===== src/sv/assert_macros.svh =====
// Assertion macros for the RTL of this block.
// Every macro samples on the rising edge of i_clk of the module that uses it.
`ifndef ASSERT_MACROS_SVH
`define ASSERT_MACROS_SVH

// The check is switched off while i_rst_n is low.
`define PAD_ASSERT_RST(lbl, prop, msg) \
    lbl: assert property (@(posedge i_clk) disable iff (!i_rst_n) prop) else $error(msg);

// The check holds at every edge, during reset too.
`define PAD_ASSERT_ANY(lbl, prop, msg) \
    lbl: assert property (@(posedge i_clk) prop) else $error(msg);

`endif


===== src/sv/pad_ram.sv =====
`timescale 1ns / 1ps
`default_nettype none
module pad_ram #(
    parameter int WIDTH = 8,
    parameter int DEPTH = 16
) (
    input  wire logic                     i_clk,
    input  wire logic                     i_we,
    input  wire logic [$clog2(DEPTH)-1:0] i_waddr,
    input  wire logic [WIDTH-1:0]         i_wdata,
    input  wire logic [$clog2(DEPTH)-1:0] i_raddr,
    output logic      [WIDTH-1:0]         o_rdata
);
    logic [WIDTH-1:0] r_mem [DEPTH];

    always_ff @(posedge i_clk) begin
        if (i_we) begin
            r_mem[i_waddr] <= i_wdata;
        end
        o_rdata <= r_mem[i_raddr];
    end
endmodule
`default_nettype wire


===== config.mk =====
export PLATFORM = sky130hd
export DESIGN_NAME = pad_ram
export DESIGN_NICKNAME = d
export VERILOG_FILES = /design/src/sv/assert_macros.svh /design/src/sv/pad_ram.sv
export SDC_FILE = /design/constraint.sdc
export NUM_CORES = 1
export LEC_CHECK = 0
export ABC_CLOCK_PERIOD_IN_PS = 2300
export BUFFER_PORTS_ARGS = -buffer_cell sky130_fd_sc_hd__buf_2
export CAP_MARGIN = 20
export CORE_ASPECT_RATIO = 1.2
export CORE_MARGIN = 2
export CORE_UTILIZATION = 40
export CTS_CLUSTER_DIAMETER = 150
export DETAILED_ROUTE_END_ITERATION = 7
export GPL_ROUTABILITY_DRIVEN = 0
export GPL_TIMING_DRIVEN = 0
export PLACE_DENSITY = 0.56
export SLEW_MARGIN = 20
export SYNTH_ARGS = -nofsm -noshare
export SYNTH_HDL_FRONTEND = slang
export SYNTH_SLANG_ARGS = --single-unit

===== constraint.sdc =====
create_clock -name i_clk -period 2.3 [get_ports i_clk]
set_input_delay 0.46 -clock i_clk [delete_from_list [all_inputs] [get_ports i_clk]]
set_output_delay 0.46 -clock i_clk [all_outputs]
set_load 0.05 [all_outputs]

-- After elaboration in Yosys (flattened, before gate mapping)
Memory sizes are Yosys's and may differ from the RTL's. A register that Yosys moved wholly into a read port is not among the register bits.
Cells that the tools add are included.
- register bits: 0
- latch bits: 0
- RAM bits: 128
- memory bits (read-only): 0
- output and inout bits: 8
- word-level logic and storage cells: 3
- memories: 1
- add/subtract/negate cells: 0
- $mul: 0
- div/mod/pow operators: 0
- magnitude comparators: 0
- equality and inequality tests: 0
- shift-type cells: 0
- muxes and demuxes: 2
- bitwise operators: 0
- reductions and logical operators: 0
- memories (memory ; words ; width ; read ports ; clocked after memory_dff ; wr ports ; RTL line ; text):
    r_mem ; 16 ; 8 ; 1 ; 1 ; 1 ; pad_ram.sv:14 ; logic [WIDTH-1:0] r_mem [DEPTH];
- operator list (cell ; count):
    2-to-1 mux 1 bit ; 2

-- Depth between registers and ports, before layout
- word-level depth: 2
- mapped depth: 5
- gate-level depth less buffers: 3

-- Worst setup path before layout
OpenSTA, ideal clock, no wires.
- path kind: input port to flip-flop
- start: input port i_waddr[2]
- end: memory r_mem[0][0] (enable)
- setup time: 383 ps
- data arrival time: 1570 ps
- data required time: 1917 ps
- path slack: 347 ps
- cell stages on the path: 2
- buffers on the path: 0
- path through: or3b_2 > nor3_1
- RTL lines (element ; RTL line ; text):
    start: declaration ; pad_ram.sv:9 ; input wire logic [$clog2(DEPTH)-1:0] i_waddr,
    end: declaration ; pad_ram.sv:14 ;
No word-level cell before the write port.

-- Worst setup path in the final report
- start: input port i_waddr[2]
- end: memory r_mem[3][0] (enable)
No word-level cell before the write port.

==> metrics.yaml <==
status: "complete, no violations"
setup_viol_count_final: 0
die_width_um: 108
min_path_type: "input pin to flop"
synth_cell_type_count: 19
synthArstFlopShare_pct: 0
critPathSlowestCell: "nor2_1"
io_buffers: 24
cts_buffers: 17
grt_remaining_overflow: 0
area_growth_pct: 16.9
leakagePower_nw: 2.01
post_cts_resized: 0
r2r_start: "r_mem[1][1]"
antenna_found_initial: 0
routedWlPerCell_um: 22.5
start_util_pct: 40.8
grt_pass1_vias: 2477
end_kind: "flop"
min_to: "r_mem[4][6]"
synth_top_cell_by_area: "edfxtp_1"
worstPathArrival_ns: 1.76
rr_endpoint: "o_rdata[1]"
max_freq_mhz: 579
syn_inst: 229
rr_worst_depth: 3
drc_errors: 0
critical_path_class: "input pin to flop"
synth_common_cells: "edfxtp_1, mux4_2, a22oi_1"
rsz0062_at_grt: "no"
drt_pass1_iterations: 4
syn_area_sq_um: 5150
dp_hpwl_mm: 6.41
htreeDepth: 4
seq_area_frac_synth_pct: 77.8
path_max_fanout: 8
drtIter0Drc: 152
hold_slack_ns: 0.457
startpoint_type: "input pin"
tightest_slew_ns: 0.884
num_rows: 45
synth_nets: 247
die_area_sq_um: 13800
vias_per_cell: 5.27
fp.coreArea_sq_um: 12600
post_cts_buffers: 0
postCtsHoldBufs: 0
antennaDiodeCount: 0
yosys_warnings: 0
ir_worst_vdd_mv: 0.474
finalHoldViolCount: 0
drv_cap: 0
yosysTopAreaCellShare_pct: 74.7
nNetsFinal: 290
fin_crit_ns: 1.73
slew_viol_final: 0
crit_chain: "buf_2, or3b_2, nor2_1"
cpPeakStageDelay_ns: 0.66
die_y_um: 128
yosysMostFrequentCell: "edfxtp_1"
io-pin-count: 26
cts_tree: "built"
max-clock-path-buffers: 2
fin_crit_sh_pct: 75.1
rrSetupSlack_ns: 0.82
synth_ff_type: "edfxtp_1"
grt_max_degree: 17
root_buffer: "clkbuf_16"
pwr_density_cell_nw_per_um2: 915
skew_ns: 0.00979
worstSkewPairLatency_ns: 0.41
cts.sinks: 136
synth_edf_count: 128
relSlewSlack_pct: 40.9
cts.clk_slew.worst_paths_ns: 0.05
hold_start: "i_wdata[6]"
ys_top_cells_by_area: "edfxtp_1, mux4_2, mux4_1"
ys_ff_latch: 136
grt_pass1_wl_mm: 15.2
grt_usage_pct: 16.2
p_total_mw: 5.51
route.vias.total: 2368
crit_required_ns: 2.33
hold_depth: 1
layout-drive-gt1-share_pct: 28.8
wirelength_mm: 10.1
avgSynthCellArea_sq_um: 22.5
ant_nets: 0
[metrics by stage]
| step | cell area (sq um) | TNS, ns | utilization, % | setup slack (ns) | std cells |
|---|---|---|---|---|---|
| after floorplan | 5150 | 0 | - | 0.347 | 229 |
| after global placement | 5470 | -2.38 | 43.4 | -0.280 | 417 |
| after detailed placement | 5490 | 0 | 43.6 | 0.146 | 417 |
| after CTS | 6020 | 0 | 47.7 | 0.577 | 449 |
| after global routing | 6020 | 0 | 47.7 | 0.512 | 449 |
| final | 6020 | 0 | 47.7 | 0.573 | 449 |
[layer usage]
metal	track usage, %	part of all wire, %	vias to the layer above
li1	-	-	1056
met5	0	0	-
met4	5.88	0.94	0
met2	26.1	52	51
met3	4.93	4.2	6
met1	20.7	43	1255
[power breakdown]
part | switching (mW) | internal [mW]
logic | 0.213 | 0.111
registers | 0.0122 | 2.77
clock network | 0.915 | 1.49
total | 1.14 | 4.37
[state kept, by name, indices dropped and copies added, names as in the netlist]
| register | flops |
|---|---|
| o_rdata | 8 |
| r_mem | 128 |
[area by class of cell]
cell class	instances	area [sq um]
timing repair buffer	24	120
sequential	136	4000
buffer	10	86.3
clock inverter	4	20.0
multi-input combinational	83	1080
clock buffer	28	507
fill	1069	6590
tap	164	205
[layout by cell type (no fill, tap or decap), drive strengths merged, types with 3 or more instances in the layout]
cell type and count:
buf 31, clkinv 4, dfxtp 8, nor2 13
nor3 4, nand2 9, edfxtp 128, clkbuf 28
a22oi 16, mux4 32, clkdlybuf4s25 3
[worst max-delay path by stage]
stage	from	end	slack, ns	cells past startpoint
global route	i_waddr[2]	r_mem[3][0]	0.51	3
detailed placement	i_waddr[2]	r_mem[2][1]	0.15	3
finish	i_waddr[2]	r_mem[3][0]	0.57	3
global placement	i_waddr[2]	r_mem[0][2]	-0.28	3
floorplan	i_waddr[2]	r_mem[0][0]	0.35	2
CTS	i_waddr[2]	r_mem[2][0]	0.58	3
[worst max-delay path: cells and delay by family]
family	cells	cell delay, ns
buf+inv	1	0.11
simple gates	2	1.18
[cell families after synthesis]
group,share of synthesized area (%)
multiplexers,15.0
AND/OR/NAND/NOR,3.18
AO/OA/AOI/OAI,2.33
flip-flops,77.8
buffers and inverters,1.68
(Power assumes the default switching activity.)
