--- src/sv/assert_macros.svh ---
// Assertion macros for the RTL of this block.
// Every macro samples on the rising edge of i_clk of the module that uses it.
`ifndef ASSERT_MACROS_SVH
`define ASSERT_MACROS_SVH

// The check is switched off while i_rst_n is low.
`define PAD_ASSERT_RST(lbl, prop, msg) \
    lbl: assert property (@(posedge i_clk) disable iff (!i_rst_n) prop) else $error(msg);

// The check holds at every edge, during reset too.
`define PAD_ASSERT_ANY(lbl, prop, msg) \
    lbl: assert property (@(posedge i_clk) prop) else $error(msg);

`endif

--- src/sv/pad_pkg.sv ---
`timescale 1ns / 1ps
`default_nettype none
package pad_pkg;
    localparam int CHANNELS_DEF = 8192;
    localparam int CAP_IDS      = 4;

    localparam int SUM_W = 31;
    localparam int CNT_W = 24;
    localparam int EVT_W = 20;

    localparam int DIV_NUM_W = 40;
    localparam int DIV_DEN_W = 32;

    localparam logic [1:0] REQ_SAMPLE = 2'd0;
    localparam logic [1:0] REQ_EVENT  = 2'd1;
    localparam logic [1:0] REQ_TUNE   = 2'd2;

    localparam logic [1:0] CFG_TARGET = 2'd0;
    localparam logic [1:0] CFG_APD    = 2'd1;
    localparam logic [1:0] CFG_SPE    = 2'd2;
    localparam logic [1:0] CFG_TEN    = 2'd3;

    localparam logic [10:0] TARGET_RST = 11'd48;
    localparam logic [7:0]  APD_RST    = 8'd16;
    localparam logic [3:0]  SPE_RST    = 4'd10;
    localparam logic        TEN_RST    = 1'b1;
endpackage
`default_nettype wire

--- src/sv/pad_div.sv ---
`timescale 1ns / 1ps
`default_nettype none
module pad_div (
    input  wire logic                           i_clk,
    input  wire logic                           i_rst_n,
    input  wire logic                           i_start,
    input  wire logic [pad_pkg::DIV_NUM_W-1:0]  i_num,
    input  wire logic [pad_pkg::DIV_DEN_W-1:0]  i_den,
    output logic                                o_done,
    output logic      [pad_pkg::DIV_NUM_W-1:0]  o_quo
);
    import pad_pkg::*;

    localparam int CW = $clog2(DIV_NUM_W);
    localparam logic [CW-1:0] LAST = CW'(DIV_NUM_W - 1);

    logic [DIV_DEN_W-1:0] r_rem;
    logic [DIV_NUM_W-1:0] r_quo;
    logic [DIV_DEN_W-1:0] r_den;
    logic [CW-1:0]        r_cnt;
    logic                 r_busy;
    logic [DIV_DEN_W:0]   w_trial;
    logic                 w_ge;

    // Restoring division, one quotient bit per cycle. The dividend shifts out
    // of the top of r_quo while quotient bits shift in at the bottom.
    assign w_trial = {r_rem, r_quo[DIV_NUM_W-1]};
    assign w_ge    = w_trial >= {1'b0, r_den};

    always_ff @(posedge i_clk) begin
        if (!i_rst_n) begin
            r_busy <= 1'b0;
            o_done <= 1'b0;
        end else begin
            o_done <= !i_start && r_busy && (r_cnt == LAST);
            if (i_start) begin
                r_busy <= 1'b1;
                r_cnt  <= '0;
                r_rem  <= '0;
                r_quo  <= i_num;
                r_den  <= i_den;
            end else if (r_busy) begin
                r_rem <= w_ge ? DIV_DEN_W'(w_trial - {1'b0, r_den})
                              : w_trial[DIV_DEN_W-1:0];
                r_quo <= {r_quo[DIV_NUM_W-2:0], w_ge};
                r_cnt <= r_cnt + 1'b1;
                if (r_cnt == LAST) begin
                    r_busy <= 1'b0;
                end
            end
        end
    end

    assign o_quo = r_quo;
endmodule
`default_nettype wire

--- config.mk ---
export PLATFORM = sky130hd
export DESIGN_NAME = pad_div
export DESIGN_NICKNAME = d
export VERILOG_FILES = /design/src/sv/assert_macros.svh /design/src/sv/pad_pkg.sv /design/src/sv/pad_div.sv
export SDC_FILE = /design/constraint.sdc
export NUM_CORES = 1
export LEC_CHECK = 0
export BUFFER_PORTS_ARGS = -buffer_cell sky130_fd_sc_hd__buf_2
export CAP_MARGIN = 10
export CORE_MARGIN = 2
export CORE_UTILIZATION = 30
export CTS_CLUSTER_DIAMETER = 200
export DETAILED_ROUTE_END_ITERATION = 16
export GPL_ROUTABILITY_DRIVEN = 0
export PLACE_DENSITY = 0.47
export SETUP_SLACK_MARGIN = 0.4
export SYNTH_ARGS = -nofsm -noshare
export SYNTH_HDL_FRONTEND = slang
export SYNTH_SLANG_ARGS = --single-unit
--- constraint.sdc ---
create_clock -name i_clk -period 6 [get_ports i_clk]
set_input_delay 0.3 -clock i_clk [delete_from_list [all_inputs] [get_ports i_clk]]
set_output_delay 0.3 -clock i_clk [all_outputs]
set_load 0.005 [all_outputs]
Word-level counts from Yosys, hierarchy flattened
Cells that the tools add are included.
Storage, ports and cells
  bits in registers: 112
  input port bits: 75
  word-level logic and storage cells: 24
Cells by class
  add/subtract/negate cells: 2
  magnitude comparators: 1
  equal/unequal tests: 1
  mux-type cells: 8
  reductions and logical operators: 6
Operators with widths (number)
  40-bit 2-to-1 mux: 2
  32-bit 2-to-1 mux: 2
  33-bit by 32-bit >= comparator with 1-bit output: 1
  32-bit subtractor: 1
  6-bit by 1-bit adder with 6-bit output, second input constant: 1
  6-bit equality test, second input constant: 1
  6-bit 2-to-1 mux: 1
  2-bit AND reduction: 2
  1-bit 2-to-1 mux: 3
  1-bit logical AND: 2
  2-bit nonzero test: 1
  1-bit logical NOT: 1

Longest topological paths before layout
Gate-level depths: netlist of the first run.
  depth after elaboration: 4
  depth in mapped cells: 13
  gate-level depth less buffers: 12

Least setup slack after synthesis of the first run
No wires, ideal clock.
  path kind: register to register
  start: register r_rem[25]
  end: register r_rem[22], data pin
  data arrival time: 2.856 ns
  slack: 2.878 ns
  cell stages (with the launch flop): 12
  buffers on the path: 1
  period minus slack after synthesis: 3.122 ns
  cells stage by stage: edfxtp_1 > ha_1 > a21o_1 > a21o_1 > a21o_1 > a221o_1 > a21o_1 > a211o_1 > a41oi_4 > buf_6 > mux2i_1 > nor2_1
On the way
  cells in the longest elaborated chain, start to end: 3
Ends and longest elaborated chain
  start: declaration: RTL line pad_div.sv:17  | logic [DIV_DEN_W-1:0] r_rem;
  start signal: assignment: RTL line pad_div.sv:43  | r_rem <= w_ge ? DIV_DEN_W'(w_trial - {1'b0, r_den})
  33-bit by 32-bit >= comparator with 1-bit output: RTL line pad_div.sv:28  | assign w_ge = w_trial >= {1'b0, r_den};
  32-bit 2-to-1 mux: RTL line pad_div.sv:43
  32-bit 2-to-1 mux: RTL line pad_div.sv:42  | end else if (r_busy) begin
Every way passes these cells. The select of a mux whose other input is x is not followed.
A chain may end at the register's enable or synchronous reset.

Worst setup path after layout of the first run
  start: register r_rem[25]
  end: register r_rem[25], data pin
Same word-level chain as after synthesis.

==> results.py, run 1 <==
metrics = {
    "status": {
        "status": "finished clean",
    },
    "global_route": {
        "grt_pass1_wl_mm": 23.5,
        "overflow": 0,
        "groute.usage.overall_pct": 13.2,
        "grt_max_degree": 81,
        "grt_pass1_vias": 4747,
        "antenna_found_initial": 0,
    },
    "clock_network": {
        "clock-sinks": 112,
        "h-tree-depth": 3,
        "cts_buffer_depth": 2,
        "clkLatencyLatePin_ps": 370,
        "cts_tree": "yes",
        "cts_root_buf": "clkbuf_16",
        "post-cts-setup-buffers": 0,
        "cts_resized": 0,
        "path_clk_slew_ps": 80,
        "numCtsBuffers": 9,
        "holdBufCountCts": 0,
    },
    "synth": {
        "synth_top_cell_by_area": "edfxtp_1",
        "synthArstFlopShare_pct": 0,
        "synthCells": 542,
        "synthTopCellsByArea": "edfxtp_1 52%, mux2_2 6.9%, ha_1 6.5%, mux2i_1 4.1%, nor2_1 2.9%",
        "syn_area_per_cell_um2": 11.7,
        "ys_ff_latch": 112,
        "synth_edf_count": 110,
        "netlist.area_leader.share_pct": 52.0,
        "synth_ff_type": "edfxtp_1",
        "yosysWarnings": 0,
        "ys_types": 51,
        "mappedNetlistNets": 651,
        "synth_area_um2": 6360,
        "ys_seq_area_share_pct": 52.6,
    },
    "floorplanning": {
        "dieArea_um2": 22400,
        "die_y_um": 150,
        "initial_utilization_pct": 30.4,
        "die_width_um": 150,
        "core_um2": 20900,
        "fp-row-count": 53,
        "pin_count": 116,
    },
    "worst_hold_path": {
        "min_path_type": "input port to flop",
        "hp-start": "i_den[12]",
    },
    "setup_path": {
        "cp_data_required_time_ps": 6080,
        "endpoint_kind": "flop",
        "crit_type": "flop to flop",
        "cp-start-kind": "flop",
        "crit_start": "r_rem[25]$_SDFFCE_PP0P_",
        "r2r_start": "r_rem[25]$_SDFFCE_PP0P_",
        "critPathArrivalTime_ps": 3920,
        "worst-path-max-fanout": 24,
    },
    "layout": {
        "final_cell_area_um2": 7460,
        "fillCellCount": 2096,
        "num_antenna_cells": 0,
        "final_util_pct": 35.7,
        "area_growth_pct": 17.3,
        "drive_gt1_share_pct": 27.2,
        "nets": 752,
    },
    "power_and_ir_drop": {
        "ir_worst_vdd_uv": 126,
        "design_power_total_uw": 2130,
        "power.density_nw_per_um2": 285,
        "p_leak_uw": 0.00311,
    },
    "drt": {
        "wl_per_cell_um": 15.2,
        "num_vias": 4396,
        "drt_iter0_drc": 220,
        "ant_nets": 0,
        "met3_length_um": 838,
        "drt_wl_total_mm": 14.0,
        "drtPass1Iterations": 4,
        "highest_layer": "met4",
        "viasPerCell": 4.76,
        "wl_met2_mm": 6.40,
        "met1_length_mm": 6.53,
        "drc": 0,
    },
    "sta": {
        "setup_tns_ps": 0,
        "drv_slew": 0,
        "tightest_slew_ps": 1130,
        "fin_skew_ps": 14.3,
        "finalHoldViolations": 0,
        "rsz0062_at_grt": "false",
        "timing.final.crit_share_pct": 63.9,
        "layout_min_cycle_time_ps": 3830,
        "fmaxAchievable_ghz": 0.261,
        "slew_headroom_pct": 24.7,
        "setup_viol": 0,
    },
    "placed_design": {
        "port_buffers": 115,
        "dpl-instance-area_um2": 7170,
        "dp_hpwl_mm": 9.69,
    },
    "run": {
        "drv_cap": 0,
    },
}
cell usage after synthesis (all sizes together), types with 2 or more instances:
cell,count
inv,37
nor2b,11
mux2,39
nand4,6
a311oi,2
nand2,25
and2,3
clkbuf,22
a211o,3
a21oi,30
nand3,14
a21boi,2
a22o,3
xnor2,20
a211oi,5
ha,33
o21a,6
a21o,22
buf,6
a31oi,5
o2111ai,3
nor3,6
or3,3
o21bai,3
nor2,49
o21ai,16
mux2i,26
and3,3
edfxtp,110
and4,2
dfxtp,2
xor2,11
report_power, final:
group / internal [uW] / switching, uW / leakage [uW]
Sequential: 943 / 29.0 / 0.00107
Combinational: 243 / 300 / 0.00190
Clock: 296 / 315 / 0.000143
Total: 1480 / 644 / 0.00311
worst max-delay path, stage by stage, from the launching register on:
cell and delay [ps]:
edfxtp_1 410, ha_1 370, a21o_1 260, a21o_1 210
a21o_1 210, a221o_1 360, a21o_1 180, a211o_1 320
a41oi_4 450, buf_4 470, mux2i_1 270, nor2_1 60
per-stage QoR:
stage / setup WS (ps) / cells / hold slack (ps)
after floorplan: 2880 / 542 / 399
after CTS: 2110 / 923 / 80.2
after global routing: 1920 / 923 / 91.3
after detailed placement: 2150 / 907 / 478
after global placement: 2220 / 907 / 479
final: 2170 / 923 / 106
layer usage:
layer / vias up / track usage [%]
met4: 0 / 4.67
li1: 2201 / -
met3: 12 / 4.12
met1: 2075 / 16.8
met2: 108 / 21.3
met5: - / 0
cell families (layout without fill, tap and decap cells):
family	after synthesis	after routing	share of synthesized area, %
buffers and inverters	65	171	4.35
and+or+nand+nor	126	126	9.25
adders and majority gates	34	34	6.81
DFF	112	112	52.6
xor gates and xnor gates	31	31	4.27
AOI/OAI and AO/OA	109	109	11.7
muxes	65	65	11.0
sequential cells by signal (all words and copies together) (netlist names):
name	count
o_quo	40
r_den	32
r_rem	32
r_cnt	6
o_done	1
r_busy	1
placed cells by master (no fill, tap or decap), types with 6 or more instances in the layout:
cell | netlist | layout
ha_1 | 33 | 33
a21oi_1 | 30 | 30
a21o_1 | 22 | 22
mux2_2 | 39 | 39
xor2_1 | 11 | 11
inv_1 | 37 | 37
nand4_1 | 6 | 6
buf_2 | 2 | 115
nand3_1 | 14 | 14
o21ai_0 | 15 | 15
nor2_1 | 49 | 49
nand2_1 | 25 | 25
mux2i_1 | 26 | 26
clkbuf_16 | 0 | 9
nor2b_1 | 11 | 11
xnor2_1 | 20 | 20
edfxtp_1 | 110 | 110
nor3_1 | 6 | 6
path summary, 6_finish.rpt:
| kind | end | slack (ps) | cells past startpoint |
|---|---|---|---|
| setup reg to reg | r_rem[25]$_SDFFCE_PP0P_ | 2170 | 11 |
| setup / recovery | r_rem[25]$_SDFFCE_PP0P_ | 2170 | 11 |
| hold reg to reg | o_done$_SDFF_PN0_ | 500 | 1 |
| hold / removal | r_den[12]$_DFFE_PP_ | 110 | 1 |
area by class of cell:
| class | count | area [um^2] | share of cell area [%] |
|---|---|---|---|
| sequential | 112 | 3340 | 44.8 |
| multi-input combinational | 365 | 2750 | 36.8 |
| timing repair buffer | 118 | 598 | 8.02 |
| tap | 275 | 344 | 4.61 |
| clock buffer | 10 | 229 | 3.07 |
| inverter | 37 | 139 | 1.86 |
| clock inverter | 6 | 60.1 | 0.805 |
Power figures use the tool's default switching activity.
==> run 2: changes to the inputs <==
--- a/config.mk
+++ b/config.mk
@@ -5,6 +5,7 @@
 export SDC_FILE = /design/constraint.sdc
 export NUM_CORES = 1
 export LEC_CHECK = 0
+export ABC_AREA = 1
 export BUFFER_PORTS_ARGS = -buffer_cell sky130_fd_sc_hd__buf_2
 export CAP_MARGIN = 10
 export CORE_MARGIN = 2
==> constraint.sdc (replaced) <==
create_clock -name i_clk -period 3.71 [get_ports i_clk]
set_input_delay 0.1855 -clock i_clk [delete_from_list [all_inputs] [get_ports i_clk]]
set_output_delay 0.1855 -clock i_clk [all_outputs]
set_load 0.005 [all_outputs]
==> results.py, run 2 <==
metrics = {
    "drt": {
        "num_vias": 6424,
        "drt_iter0_drc": 278,
        "wl_per_cell_um": 13.4,
        "drt_wl_total_mm": 19.9,
        "ant_nets": 0,
        "drc": 0,
        "viasPerCell": 4.35,
        "drtPass1Iterations": 5,
    },
    "synth": {
        "netlist.area_leader.share_pct": 43.9,
        "synth_edf_count": 110,
        "synth_area_um2": 7520,
        "netlist_top_cells_count": "415 x nand2_1, 178 x inv_1, 110 x edfxtp_1",
        "synth_top_cell_by_area": "edfxtp_1",
        "ys_types": 36,
        "yosys.cell_count.top_type": "nand2_1",
        "synth_ff_type": "edfxtp_1",
        "synthTopCellsByArea": "edfxtp_1 44%, nand2_1 21%, inv_1 8.9%, ha_1 5.5%, nor2_1 4.3%",
        "syn_area_per_cell_um2": 7.45,
        "yosysWarnings": 0,
        "mappedNetlistNets": 1118,
        "ys_ff_latch": 112,
        "synthArstFlopShare_pct": 0,
        "ys_seq_area_share_pct": 44.5,
        "synthCells": 1009,
    },
    "global_route": {
        "antenna_found_initial": 0,
        "overflow": 0,
        "grt_pass1_wl_mm": 32.4,
        "grt_pass1_vias": 6241,
        "grt_max_degree": 75,
        "groute.usage.overall_pct": 15.7,
    },
    "clock_network": {
        "cts_buffer_depth": 2,
        "post-cts-setup-buffers": 0,
        "holdBufCountCts": 30,
        "cts_resized": 0,
        "clkLatencyLatePin_ps": 360,
        "cts_tree": "yes",
        "cts_root_buf": "clkbuf_16",
        "h-tree-depth": 3,
        "path_clk_slew_ps": 80,
        "numCtsBuffers": 9,
        "clock-sinks": 112,
    },
    "sta": {
        "finalHoldViolations": 0,
        "layout_min_cycle_time_ps": 2620,
        "fmaxAchievable_ghz": 0.382,
        "tightest_slew_ps": 819,
        "setup_tns_ps": 0,
        "setup_viol": 0,
        "rsz0062_at_grt": "false",
        "drv_slew": 0,
        "fin_skew_ps": 13.0,
        "timing.final.crit_share_pct": 70.6,
        "slew_headroom_pct": 45.4,
    },
    "power_and_ir_drop": {
        "clockPowerShare_pct": 27.7,
        "design_power_total_uw": 3630,
        "p_switching_uw": 1250,
        "internal_power_uw": 2380,
        "power.density_nw_per_um2": 404,
        "combPwrFrac_pct": 29.2,
        "p_leak_uw": 0.00465,
        "ir_worst_vdd_uv": 215,
        "switching_share_pct": 34.4,
        "pwr-share-seq_pct": 43.1,
    },
    "layout": {
        "fillCellCount": 2640,
        "nets": 1257,
        "layout_common_cells": "415 x nand2_1, 177 x inv_1, 115 x buf_2, 110 x edfxtp_1, 87 x nor2_1",
        "drive_gt1_share_pct": 15.7,
        "largest_reg_flops": 40,
        "final_common_cell": "nand2_1",
        "area_growth_pct": 19.7,
    },
    "setup_path": {
        "crit_family": "simple AND/OR/NAND/NOR gates",
        "worst-path-max-fanout": 25,
        "cp-start-kind": "flop",
        "path_cells": "ha_1 > nand2_1 > inv_1 > nand2_1 > nand2_1 > nand2_1 > nand3_2 > nand2_2 > nand2_2 > nand2_4 > nand2_8 > inv_8 > o21ai_2",
        "crit_buf_inv": 2,
        "cp_slowest_stage_delay_ps": 400,
        "slowest_stage": "edfxtp_1",
        "cp_data_required_time_ps": 3810,
        "cp_common_cell": "nand2_1",
        "critPathArrivalTime_ps": 2720,
        "endpoint_kind": "flop",
        "crit_type": "flop to flop",
    },
    "floorplanning": {
        "fp-row-count": 57,
        "dieArea_um2": 26300,
        "die_y_um": 162,
        "pin_count": 116,
        "initial_utilization_pct": 30.7,
        "die_width_um": 162,
        "core_um2": 24500,
    },
    "run": {
        "drv_cap": 0,
    },
    "placed_design": {
        "dp_hpwl_mm": 14.5,
        "port_buffers": 115,
    },
    "status": {
        "status": "finished clean",
    },
    "worst_hold_path": {
        "min_path_type": "input port to flop",
    },
}
-- run 2: power groups by stage --
stage,Clock [uW],Combinational [uW],Sequential (uW)
after floorplan,0,772,1590
after global placement,0,1050,1590
after detailed placement,0,1050,1590
after CTS,1050,1080,1570
after global routing,1090,1230,1580
final,1010,1060,1570
-- run 2: kinds of logic after synthesis --
logic type / share of synthesized area [%]
flops: 44.5
fa+ha+maj: 5.76
compound gates: 1.88
simple gates: 35.0
xor+xnor: 1.75
buf+inv: 11.1
-- run 2: cell type report --
type | instances | area [um^2] | area share (%)
multi-input combinational | 695 | 3350 | 37.2
sequential | 112 | 3340 | 37.1
timing repair buffer | 149 | 918 | 10.2
inverter | 181 | 689 | 7.66
tap | 324 | 405 | 4.50
clock buffer | 10 | 229 | 2.54
clock inverter | 6 | 62.6 | 0.695
antenna | 1 | 2.50 | 0.0278
-- run 2: per-stage QoR --
stage | cell area [um^2] | hold WS [ps] | utilization, % | cells | setup slack, ps
2_1_floorplan | 7520 | 284 | - | 1009 | 537
3_3_place_gp | 8410 | 363 | 34.4 | 1431 | 1100
3_5_place_dp | 8410 | 364 | 34.4 | 1431 | 1090
4_1_cts | 9000 | 0.476 | 36.8 | 1477 | 1090
5_1_grt | 9000 | 4.56 | 36.8 | 1477 | 867
6_report | 9000 | 12.0 | 36.8 | 1478 | 1090
-- run 2: worst reg2reg max path, stage by stage (launching register included) --
cell and delay, ps:
edfxtp_1 400, ha_1 390, nand2_1 170, inv_1 50, nand2_1 80, nand2_1 50, nand2_1 60, nand3_2 150
nand2_2 120, nand2_2 70, nand2_4 300, nand2_8 200, inv_8 250, o21ai_2 80
-- run 2: worst paths after layout --
path                                             to                    from  slack (ps)  cells after the start
worst max register to register   o_quo[0]$_DFFE_PP_  r_rem[2]$_SDFFCE_PP0P_        1090                     13
worst max-delay path             o_quo[0]$_DFFE_PP_  r_rem[2]$_SDFFCE_PP0P_        1090                     13
worst min register to register    o_done$_SDFF_PN0_       r_busy$_SDFF_PN0_         520                      2
worst min-delay path            r_den[25]$_DFFE_PP_               i_den[25]          10                      1
-- run 2: routing by layer --
layer	up-vias	global-route usage, %	wire (um)
met5	-	0	0
met4	0	3.50	231
met3	13	3.55	1050
met2	141	25.5	8860
met1	2904	21.4	9720
li1	3366	-	-
==> run 3: changes to the inputs <==
==> constraint.sdc (replaced) <==
create_clock -name i_clk -period 2.6 [get_ports i_clk]
set_input_delay 0.13 -clock i_clk [delete_from_list [all_inputs] [get_ports i_clk]]
set_output_delay 0.13 -clock i_clk [all_outputs]
set_load 0.005 [all_outputs]
==> results.py, run 3 (same netlist as run 2, synthesis figures left out) <==
metrics = {
    "clock_network": {
        "cts_root_buf": "clkbuf_16",
        "clock-sinks": 112,
        "path_clk_slew_ps": 90,
        "clkLatencyLatePin_ps": 380,
        "numCtsBuffers": 9,
        "h-tree-depth": 3,
        "cts_tree": "yes",
        "cts_buffer_depth": 2,
    },
    "sta": {
        "fin_skew_ps": 15.4,
        "finalHoldViolations": 0,
        "setup_tns_ps": 0,
        "drv_slew": 0,
        "timing.final.crit_share_pct": 85.0,
        "tightest_slew_ps": 845,
        "rsz0062_at_grt": "true",
        "setup_viol": 0,
        "layout_min_cycle_time_ps": 2210,
        "slew_headroom_pct": 43.7,
        "fmaxAchievable_ghz": 0.453,
    },
    "floorplanning": {
        "die_y_um": 162,
        "dieArea_um2": 26300,
        "initial_utilization_pct": 30.7,
        "die_width_um": 162,
        "fp-row-count": 57,
        "core_um2": 24500,
        "pin_count": 116,
    },
    "setup_path": {
        "r2r_start": "r_rem[13]$_SDFFCE_PP0P_",
        "path_cells": "ha_4 > nand2_2 > nor2_4 > nand2_1 > nor2_2 > nand2_1 > nand3_2 > clkinv_4 > nand2_8 > inv_16 > nor2_2 > nor2_1",
        "cp_slowest_stage_delay_ps": 440,
        "cp_data_required_time_ps": 2740,
        "worst-path-max-fanout": 25,
        "crit_buf_inv": 2,
        "cp-start-kind": "flop",
        "slowest_stage": "edfxtp_1",
        "regToRegEndpoint": "r_rem[21]$_SDFFCE_PP0P_",
        "endpoint_kind": "flop",
        "crit_family": "simple AND/OR/NAND/NOR gates",
        "reg2reg_slack_ps": 390,
        "r2r_cells": 12,
        "critPathArrivalTime_ps": 2350,
        "crit_type": "flop to flop",
    },
    "power_and_ir_drop": {
        "ir_worst_vdd_uv": 375,
        "power.density_nw_per_um2": 559,
        "p_leak_uw": 0.00502,
        "design_power_total_uw": 5740,
    },
    "layout": {
        "num_antenna_cells": 0,
        "final_util_pct": 42.0,
        "final_cell_area_um2": 10300,
        "largest_reg_flops": 40,
        "layout_common_cells": "371 x nand2_1, 169 x inv_1, 115 x buf_2, 110 x edfxtp_1, 66 x nor2_1",
        "area_growth_pct": 36.6,
        "multiInputGateArea_um2": 4120,
        "drive_gt1_share_pct": 29.2,
        "fillCellCount": 2534,
        "nets": 1311,
        "final-seq-area_um2": 3340,
        "final_common_cell": "nand2_1",
    },
    "drt": {
        "viasPerCell": 4.37,
        "drt_iter0_drc": 309,
        "drc": 0,
        "num_vias": 6689,
        "drt_wl_total_mm": 21.5,
        "wl_per_cell_um": 14.1,
        "drtPass1Iterations": 4,
        "ant_nets": 0,
    },
    "worst_hold_path": {
        "whs_endpoint": "o_quo[30]$_DFFE_PP_",
        "whs_path_depth": 3,
        "min_path_type": "input port to flop",
        "hp-start": "i_num[30]",
    },
    "global_route": {
        "antenna_found_initial": 0,
        "groute.usage.overall_pct": 16.6,
        "grt_pass1_vias": 6498,
        "grt_max_degree": 75,
        "grt_pass1_wl_mm": 34.4,
        "overflow": 0,
    },
    "placed_design": {
        "port_buffers": 115,
        "dp_hpwl_mm": 14.9,
        "dpl-instance-area_um2": 8450,
    },
    "run": {
        "drv_cap": 0,
    },
    "status": {
        "status": "finished clean",
    },
}
## run 3: cell count changes in the layout (fill, tap and decap cells not counted), moves of 6 or more
cell	before	now
ha_1	33	1
inv_1	177	169
nor2_1	87	66
nand3_2	2	9
nand2_2	7	42
buf_4	3	47
nand2_4	1	12
nand2_1	415	371
ha_4	0	32
nor2_4	0	15
nand3_1	32	24
inv_2	2	10
nor2_2	28	34
## run 3: routing by layer
metal | part of all wire (%) | global-route usage [%] | wire [um]
met1 | 48 | 22.8 | 10300
met2 | 46 | 26.9 | 9830
met3 | 5.5 | 4.11 | 1190
met4 | 0.87 | 2.70 | 188
met5 | 0 | 0 | 0
## run 3: worst max path at each step
| stage | endpoint | from | depth (start not counted) | slack [ps] |
|---|---|---|---|---|
| 2_1_floorplan | o_quo[0]$_DFFE_PP_ | i_start | 3 | 440 |
| 3_3_place_gp | r_rem[29]$_SDFFCE_PP0P_ | r_rem[26]$_SDFFCE_PP0P_ | 12 | 160 |
| 3_5_place_dp | r_rem[0]$_SDFFCE_PP0P_ | r_rem[26]$_SDFFCE_PP0P_ | 12 | 150 |
| 4_1_cts | r_rem[28]$_SDFFCE_PP0P_ | o_quo[39]$_DFFE_PP_ | 14 | 390 |
| 5_1_grt | r_rem[17]$_SDFFCE_PP0P_ | r_rem[5]$_SDFFCE_PP0P_ | 13 | 310 |
| 6_report | r_rem[21]$_SDFFCE_PP0P_ | r_rem[13]$_SDFFCE_PP0P_ | 12 | 390 |
## run 3: cell type report
type | count | share of cell area, %
clock buffers | 9 | 2.19
inverters | 181 | 6.82
flip-flops and latches | 112 | 32.5
clock inverters | 7 | 0.925
well taps | 324 | 3.95
multi-input cells | 697 | 40.1
repair buffers | 201 | 13.5
## run 3: repair_timing
| action | CTS | global route |
|---|---|---|
| gates resized for setup | 63 | 96 |
| endpoints found under the setup margin | 33 | 33 |
| pin swaps | 9 | 46 |
| hold buffers | 32 | 0 |
| cloned | 3 | 1 |
| endpoints found under the hold margin | 32 | 0 |
| buffers inserted | 13 | 29 |
## run 3: worst register-to-register path, delay by kind of cell, from the launching register on
kind          cells  cell delay, ps
simple gates      9            1000
fa+ha+maj         1             330
buf+inv           2             200
flops             1             440
## run 3: power by group
group / switching, uW / internal (uW)
Combinational: 1140 / 828
Clock: 813 / 700
Sequential: 88.7 / 2170
Total: 2040 / 3700
## run 3: through the flow
step | setup slack, ps | std cells | hold WS [ps]
after floorplan | 441 | 1009 | 229
after global placement | 161 | 1437 | 308
after detailed placement | 150 | 1437 | 308
after CTS | 391 | 1501 | 2.77
after global routing | 308 | 1531 | 12.0
final | 391 | 1531 | 17.1
